$ cat config.mk
export PLATFORM = sky130hd
export DESIGN_NAME = air_quality_index_calc_unit
export DESIGN_NICKNAME = d
export VERILOG_FILES = /design/src/sv/aqi_pkg.sv /design/src/sv/aqi_seg.sv /design/src/sv/aqi_scale.sv /design/src/sv/air_quality_index_calc_unit.sv
export SDC_FILE = /design/constraint.sdc
export NUM_CORES = 2
export LEC_CHECK = 0
export BUFFER_PORTS_ARGS = -buffer_cell sky130_fd_sc_hd__buf_2
export CORE_MARGIN = 3
export CORE_UTILIZATION = 60
export DETAILED_ROUTE_END_ITERATION = 16
export GPL_ROUTABILITY_DRIVEN = 0
export PLACE_DENSITY = 0.72
export SYNTH_ARGS = -nofsm -noshare
export SYNTH_HDL_FRONTEND = slang
export SYNTH_SLANG_ARGS = --single-unit
$ cat constraint.sdc
create_clock -name clk -period 21.7 [get_ports clk]
set_clock_uncertainty 0.05 [all_clocks]
set_input_delay 2.17 -clock clk [delete_from_list [all_inputs] [get_ports clk]]
set_output_delay 2.17 -clock clk [all_outputs]
set_load 0.01 [all_outputs]
$ cat src/sv/aqi_pkg.sv
package aqi_pkg;

    // Field and datapath widths
    localparam int CONC_W      = 16;
    localparam int SEL_W       = 2;
    localparam int IDX_W       = 13;
    localparam int DIFF_W      = 10;
    localparam int OFS_W       = 13;
    localparam int PROD_W      = DIFF_W + OFS_W;
    localparam int RECIP_W     = 30;
    localparam int RECIP_SHIFT = 36;
    localparam int QUOT_W      = 10;
    localparam int NUM_POLL    = 3;
    localparam int NUM_SEG     = 7;
    localparam int SEG_W       = 3;
    localparam int POLL_W      = 2;
    localparam logic [IDX_W-1:0] IDX_MAX = 13'd5000;

    // Pollutant selector codes
    localparam logic [SEL_W-1:0] SEL_PM25     = 2'd0;
    localparam logic [SEL_W-1:0] SEL_PM10     = 2'd1;
    localparam logic [SEL_W-1:0] SEL_NO2      = 2'd2;
    localparam logic [SEL_W-1:0] SEL_RESERVED = 2'd3;

    // Segment bounds, tenths of a concentration unit
    localparam logic [CONC_W-1:0] CONC_LO [NUM_POLL][NUM_SEG] = '{
        '{16'd0, 16'd121, 16'd355,  16'd555,  16'd1505, 16'd2505,  16'd3505},
        '{16'd0, 16'd550, 16'd1550, 16'd2550, 16'd3550, 16'd4250,  16'd5050},
        '{16'd0, 16'd540, 16'd1010, 16'd3610, 16'd6500, 16'd12500, 16'd16500}
    };

    localparam logic [CONC_W-1:0] CONC_HI [NUM_POLL][NUM_SEG] = '{
        '{16'd120, 16'd354,  16'd554,  16'd1504, 16'd2504,  16'd3504,  16'd5004},
        '{16'd540, 16'd1540, 16'd2540, 16'd3540, 16'd4240,  16'd5040,  16'd6040},
        '{16'd530, 16'd1000, 16'd3600, 16'd6490, 16'd12490, 16'd16490, 16'd20490}
    };

    // Index bounds in tenths, shared by all pollutants
    localparam logic [IDX_W-1:0] IDX_LO [NUM_SEG] = '{
        13'd0, 13'd510, 13'd1010, 13'd1510, 13'd2010, 13'd3010, 13'd4010
    };

    localparam logic [DIFF_W-1:0] IDX_DIFF [NUM_SEG] = '{
        10'd500, 10'd490, 10'd490, 10'd490, 10'd990, 10'd990, 10'd990
    };

    // Rounded-up reciprocals of the segment spans, scaled by 2^RECIP_SHIFT.
    // Product of span and the largest product stays below 2^RECIP_SHIFT,
    // so (prod * recip) >> RECIP_SHIFT is the exact floor quotient.
    localparam logic [63:0] RECIP_ONE = 64'd1 << RECIP_SHIFT;

    localparam logic [RECIP_W-1:0] RECIP [NUM_POLL][NUM_SEG] = '{
        '{30'((RECIP_ONE + 64'd119)  / 64'd120),
          30'((RECIP_ONE + 64'd232)  / 64'd233),
          30'((RECIP_ONE + 64'd198)  / 64'd199),
          30'((RECIP_ONE + 64'd948)  / 64'd949),
          30'((RECIP_ONE + 64'd998)  / 64'd999),
          30'((RECIP_ONE + 64'd998)  / 64'd999),
          30'((RECIP_ONE + 64'd1498) / 64'd1499)},
        '{30'((RECIP_ONE + 64'd539)  / 64'd540),
          30'((RECIP_ONE + 64'd989)  / 64'd990),
          30'((RECIP_ONE + 64'd989)  / 64'd990),
          30'((RECIP_ONE + 64'd989)  / 64'd990),
          30'((RECIP_ONE + 64'd689)  / 64'd690),
          30'((RECIP_ONE + 64'd789)  / 64'd790),
          30'((RECIP_ONE + 64'd989)  / 64'd990)},
        '{30'((RECIP_ONE + 64'd529)  / 64'd530),
          30'((RECIP_ONE + 64'd459)  / 64'd460),
          30'((RECIP_ONE + 64'd2589) / 64'd2590),
          30'((RECIP_ONE + 64'd2879) / 64'd2880),
          30'((RECIP_ONE + 64'd5989) / 64'd5990),
          30'((RECIP_ONE + 64'd3989) / 64'd3990),
          30'((RECIP_ONE + 64'd3989) / 64'd3990)}
    };

    // Channel payloads
    typedef struct packed {
        logic [SEL_W-1:0]  req_type;
        logic [CONC_W-1:0] concentration;
    } req_t;

    typedef struct packed {
        logic [IDX_W-1:0] index_tenths;
        logic             out_of_range;
    } rsp_t;

    // Stage payloads
    typedef struct packed {
        logic [POLL_W-1:0] poll;
        logic [SEG_W-1:0]  seg;
        logic [PROD_W-1:0] prod;
        logic              oor;
    } seg_res_t;

    typedef struct packed {
        logic [SEG_W-1:0]  seg;
        logic [QUOT_W-1:0] quot;
        logic              oor;
    } quot_res_t;

endpackage

$ cat src/sv/aqi_seg.sv
module aqi_seg
    import aqi_pkg::*;
(
    input  logic     clk,
    input  logic     rst_n,
    input  logic     up_valid,
    output logic     up_ready,
    input  req_t     up_data,
    output logic     dn_valid,
    input  logic     dn_ready,
    output seg_res_t dn_data
);

    logic              valid_reg;
    seg_res_t          data_reg;
    seg_res_t          data_next;
    logic              sel_ok;
    logic [POLL_W-1:0] poll;
    logic [SEG_W-1:0]  seg;
    logic              hit;
    logic [CONC_W-1:0] lo;
    logic [CONC_W-1:0] diff;
    logic [OFS_W-1:0]  ofs;

    // Segment search: seven parallel compares, lowest matching segment wins
    always_comb
    begin
        sel_ok = (up_data.req_type != SEL_RESERVED);
        poll   = sel_ok ? up_data.req_type : SEL_PM25;
        seg    = '0;
        hit    = 1'b0;
        for (int k = NUM_SEG - 1; k >= 0; k--)
        begin
            if (up_data.concentration <= CONC_HI[poll][k])
            begin
                seg = SEG_W'(k);
                hit = 1'b1;
            end
        end
    end

    // Offset into the segment, gap values clamp to the low bound
    always_comb
    begin
        lo   = CONC_LO[poll][seg];
        diff = up_data.concentration - lo;
        ofs  = (up_data.concentration < lo) ? '0 : diff[OFS_W-1:0];
    end

    // Scaled offset; out of range yields a zero index downstream
    always_comb
    begin
        data_next.oor  = !(sel_ok && hit);
        data_next.poll = data_next.oor ? SEL_PM25 : poll;
        data_next.seg  = data_next.oor ? '0 : seg;
        data_next.prod = data_next.oor ? '0 : IDX_DIFF[seg] * ofs;
    end

    assign up_ready = !valid_reg || dn_ready;
    assign dn_valid = valid_reg;
    assign dn_data  = data_reg;

    always_ff @(posedge clk or negedge rst_n)
    begin
        if (!rst_n)
        begin
            valid_reg <= 1'b0;
        end
        else if (up_ready)
        begin
            valid_reg <= up_valid;
        end
    end

    always_ff @(posedge clk)
    begin
        if (up_valid && up_ready)
        begin
            data_reg <= data_next;
        end
    end

endmodule

$ cat src/sv/aqi_scale.sv
module aqi_scale
    import aqi_pkg::*;
(
    input  logic      clk,
    input  logic      rst_n,
    input  logic      up_valid,
    output logic      up_ready,
    input  seg_res_t  up_data,
    output logic      dn_valid,
    input  logic      dn_ready,
    output quot_res_t dn_data
);

    logic                      valid_reg;
    quot_res_t                 data_reg;
    quot_res_t                 data_next;
    logic [PROD_W+RECIP_W-1:0] scaled;

    // Divide by the span through its reciprocal
    always_comb
    begin
        scaled         = up_data.prod * RECIP[up_data.poll][up_data.seg];
        data_next.seg  = up_data.seg;
        data_next.quot = scaled[RECIP_SHIFT +: QUOT_W];
        data_next.oor  = up_data.oor;
    end

    assign up_ready = !valid_reg || dn_ready;
    assign dn_valid = valid_reg;
    assign dn_data  = data_reg;

    always_ff @(posedge clk or negedge rst_n)
    begin
        if (!rst_n)
        begin
            valid_reg <= 1'b0;
        end
        else if (up_ready)
        begin
            valid_reg <= up_valid;
        end
    end

    always_ff @(posedge clk)
    begin
        if (up_valid && up_ready)
        begin
            data_reg <= data_next;
        end
    end

endmodule

$ cat src/sv/air_quality_index_calc_unit.sv
// Channel  Dir  Handshake              Payload
// req      in   req_valid / req_ready  req_t: req_type, concentration
// rsp      out  rsp_valid / rsp_ready  rsp_t: index_tenths, out_of_range
//
// One request per cycle sustained while rsp_ready is held high; a request
// passes the input register, segment search, reciprocal multiply and the
// output add into the result register, and its result is presented from there.
// Each stage holds its item while the stage after it is full and stalled,
// so a waiting result only blocks once all stages are full.
// Reset clears the valid bits only; the data registers are not reset.
module air_quality_index_calc_unit
    import aqi_pkg::*;
(
    input  logic clk,
    input  logic rst_n,
    input  logic req_valid,
    output logic req_ready,
    input  req_t req,
    output logic rsp_valid,
    input  logic rsp_ready,
    output rsp_t rsp
);

    logic      in_valid_reg;
    req_t      in_data_reg;
    logic      seg_ready;
    logic      seg_valid;
    seg_res_t  seg_data;
    logic      scale_ready;
    logic      quot_valid;
    quot_res_t quot_data;
    logic      out_ready;
    logic      out_valid_reg;
    rsp_t      out_data_reg;
    rsp_t      out_data_next;

    // Input register
    assign req_ready = !in_valid_reg || seg_ready;

    always_ff @(posedge clk or negedge rst_n)
    begin
        if (!rst_n)
        begin
            in_valid_reg <= 1'b0;
        end
        else if (req_ready)
        begin
            in_valid_reg <= req_valid;
        end
    end

    always_ff @(posedge clk)
    begin
        if (req_valid && req_ready)
        begin
            in_data_reg <= req;
        end
    end

    aqi_seg u_seg (
        .clk      (clk),
        .rst_n    (rst_n),
        .up_valid (in_valid_reg),
        .up_ready (seg_ready),
        .up_data  (in_data_reg),
        .dn_valid (seg_valid),
        .dn_ready (scale_ready),
        .dn_data  (seg_data)
    );

    aqi_scale u_scale (
        .clk      (clk),
        .rst_n    (rst_n),
        .up_valid (seg_valid),
        .up_ready (scale_ready),
        .up_data  (seg_data),
        .dn_valid (quot_valid),
        .dn_ready (out_ready),
        .dn_data  (quot_data)
    );

    // Output add: segment base index plus interpolated part
    always_comb
    begin
        out_data_next.index_tenths = IDX_LO[quot_data.seg] + IDX_W'(quot_data.quot);
        out_data_next.out_of_range = quot_data.oor;
    end

    assign out_ready = !out_valid_reg || rsp_ready;

    always_ff @(posedge clk or negedge rst_n)
    begin
        if (!rst_n)
        begin
            out_valid_reg <= 1'b0;
        end
        else if (out_ready)
        begin
            out_valid_reg <= quot_valid;
        end
    end

    always_ff @(posedge clk)
    begin
        if (quot_valid && out_ready)
        begin
            out_data_reg <= out_data_next;
        end
    end

    assign rsp_valid = out_valid_reg;
    assign rsp       = out_data_reg;

    // Index never exceeds the top of the scale
    a_idx_max: assert property (@(posedge clk) disable iff (!rst_n)
        rsp_valid |-> (rsp.index_tenths <= IDX_MAX))
        else $error("index above 5000");

    // Out-of-range results carry a zero index
    a_oor_zero: assert property (@(posedge clk) disable iff (!rst_n)
        (rsp_valid && rsp.out_of_range) |-> (rsp.index_tenths == '0))
        else $error("out-of-range result with nonzero index");

    // Backpressure reaches the request side only with every stage full
    a_ready: assert property (@(posedge clk) disable iff (!rst_n)
        !req_ready |-> (in_valid_reg && seg_valid && quot_valid && rsp_valid))
        else $error("request stalled with an empty stage");

    // In-range segment product stays within the widest span times its slope
    a_prod_max: assert property (@(posedge clk) disable iff (!rst_n)
        (seg_valid && scale_ready && (seg_data.oor == 1'b0)) |->
            (seg_data.prod <= PROD_W'(990 * 5990)))
        else $error("segment product out of bounds");

endmodule
==> run_results.csv <==
group,metric,value,unit
grt,grt_overflow,0,
synthesis,synth-edff-count,74,
sta,min_period,12.11,ns
route,dr.pass1.iters,8,
synthesis,synth_cells,3180,
worst_setup_path,crit_required,21.72,ns
synthesis,synth.most_common_cell,"inv_1",
route,drc,0,
worst_setup_path,worstReg2RegStart,"in_data_reg[16]$_DFFE_PP_",
route,via_count,21800,
synthesis,synth.top_cell.area_share,0.432,
sta,maxSlewHeadroom,0.123,
worst_setup_path,path_max_fanout,27,
synthesis,yosysUniqueCellTypes,87,
die,floorplan.initialDensity,0.611,
sta,tightest_slew,1.32,ns
layout,syn_to_final_growth,3.54,%
route,wl_per_cell,19.0,um
layout,seqCellArea,2320,um^2
placement,dp_hpwl,54.9,mm
route,first_iter_violations,1582,
synthesis,synthTopCellsByArea,"fa_1 (43%), ha_1 (12%), inv_1 (8.8%), nand2_1 (7.8%), edfxtp_1 (7.8%)",
min_path,min_from,"u_scale.dn_data[0]$_DFFE_PP_",
synthesis,ys.warnings.count,0,
synthesis,ys_ff_latch,78,
clock_network,h-tree-depth,3,
sta,slew_violations,0,
layout,fin_nets,4036,
die,row_count,79,
placement,numPortBuffers,37,
layout,antenna_cells,0,
layout,multi_input_area,23200,um^2
synthesis,ys_top_cells_by_count,"inv_1 (671), fa_1 (618), nand2_1 (593)",
sta,setup_viol,0,
die,die_h,224,um
clock_network,cts.path.max_buffers,2,
clock_network,cts_root_buffer,"clkbuf_16",
min_path,min_to,"rsp[0]$_DFFE_PP_",
grt,grt_pass1_wl,120,mm
die,dieArea,50400,um^2
clock_network,cts_inserted_buffers,9,
worst_setup_path,path_class,"register to register",
worst_setup_path,critPathLaunchType,"register",
flow_run,max_cap_violations,0,
synthesis,synth_top_area_cell,"fa_1",
die,die_w,224,um
layout,fin_util,0.633,
min_path,hold_class,"register to register",
synthesis,synth_area,28600,um^2
min_path,hold_depth,0,
route,via_per_inst,5.86,
clock_network,clk_pin_slew_worst_paths,0.07,ns
grt,track_usage,0.296,
layout,largest_register_ffs,28,
layout,drive_gt1_frac,0.0458,
layout,fillCellCount,3958,
worst_setup_path,rr_endpoint,"u_seg.dn_data[22]$_SDFFCE_PN0P_",
route,routed_wl,70.7,mm
synthesis,seq_area_frac_synth,0.0811,
placement,post-place-ws,9.68,ns
run_status,status,"finished, final reports clean",
sta,postLayoutSetupSlackWorst,9.59,ns
die,core_area,46900,um^2
clock_network,tritoncts,"done",
synthesis,syn-num-nets,4102,
clock_network,ctsResizeCount,0,
sta,setup_tns,0,ns
worst_setup_path,end_kind,"register",
clock_network,clock-sinks,78,
grt,antenna_found_initial,0,
grt,grt_max_degree,54,
clock_network,cts_setup_buffers,0,
sta,rsz0062_at_grt,"no",
worst_setup_path,reg2reg_slack,9.59,ns
clock_network,cts_hold_buf,0,
sta,fmax,82.6,MHz
die,pin_count,38,
clock_network,clock_latency,0.36,ns
sta,report.final.hold_viol_count,0,
grt,grt_pass1_vias,24000,
synthesis,synth.avg_cell_area,9.00,um^2
worst_setup_path,arrival,12.13,ns
sta,finalCritPeriodShare,0.558,
synthesis,yosys_most_used_dff,"edfxtp_1",
worst_setup_path,reg2regPathDepth,41,
synthesis,synth-async-reset-ratio,0.0513,
worst_setup_path,critPathSlowestCell,"clkinv_1",
layout,final_cells,3726,
placement,dp_cells,3710,
worst_setup_path,critPathMaxStageDelay,0.67,ns
route,ant_nets,0,
## worst max-delay path by stage
stage / start / to / slack [ns]
floorplan: in_data_reg[16]$_DFFE_PP_ / u_seg.dn_data[22]$_SDFFCE_PN0P_ / 11.36
global placement: in_data_reg[16]$_DFFE_PP_ / u_seg.dn_data[22]$_SDFFCE_PN0P_ / 10.04
detailed placement: in_data_reg[16]$_DFFE_PP_ / u_seg.dn_data[22]$_SDFFCE_PN0P_ / 9.68
finish: in_data_reg[16]$_DFFE_PP_ / u_seg.dn_data[22]$_SDFFCE_PN0P_ / 9.59
global route: in_data_reg[16]$_DFFE_PP_ / u_seg.dn_data[22]$_SDFFCE_PN0P_ / 8.50
CTS: in_data_reg[16]$_DFFE_PP_ / u_seg.dn_data[22]$_SDFFCE_PN0P_ / 9.66
## routing by layer
| layer | share of wire | GRT usage | wire length, um |
|---|---|---|---|
| met1 | 0.38 | 0.366 | 27100 |
| met2 | 0.50 | 0.528 | 35700 |
| met3 | 0.065 | 0.0362 | 4570 |
| met4 | 0.048 | 0.126 | 3380 |
| met5 | 0 | 0 | 0 |
## cells in the final DEF, fill, tap and decap left out, types with 41 or more instances in the layout
cell      netlist  layout
a21oi_1        76      75
o21ai_0        46      42
xnor2_1        41      41
nand2_1       593     593
inv_1         671     671
ha_1          282     282
buf_4           3      52
and2_1        159     159
fa_1          618     618
nor2_1         95      95
edfxtp_1       74      74
## cell families after synthesis
kind of cell,after synthesis,synth area share
AO/OA/AOI/OAI,287,0.0693
XOR/XNOR,60,0.0184
adder cells (fa/ha/maj),900,0.555
buffers and inverters,838,0.111
flip-flops,78,0.0811
multiplexers,7,0.00306
AND/OR/NAND/NOR,1010,0.161
## critical path, delay by kind of cell, from the launching register on
family	cells	cell delay [ns]
AO/OA/AOI/OAI	14	3.76
XOR/XNOR	1	0.17
flip-flops	1	0.42
buffers and inverters	6	1.09
adder cells (fa/ha/maj)	10	4.21
AND/OR/NAND/NOR	10	2.09
## final cells by class
cell class | count | area share
timing repair buffer | 89 | 0.0194
multi-input combinational | 2264 | 0.782
inverter | 672 | 0.0851
clock inverter | 7 | 0.00232
clock buffer | 9 | 0.00760
sequential | 78 | 0.0784
tap | 607 | 0.0256
## through the flow
step                instance area (um^2)  hold WS [ns]
finish                             29600         0.380
global route                       29600         0.393
CTS                                29600         0.381
detailed placement                 29300         0.372
global placement                   29300         0.363
floorplan                          28600         0.350
Power is left out: the tool's default activity adds up to more than one toggle a clock period on the data nets, which glitch-free logic cannot reach.
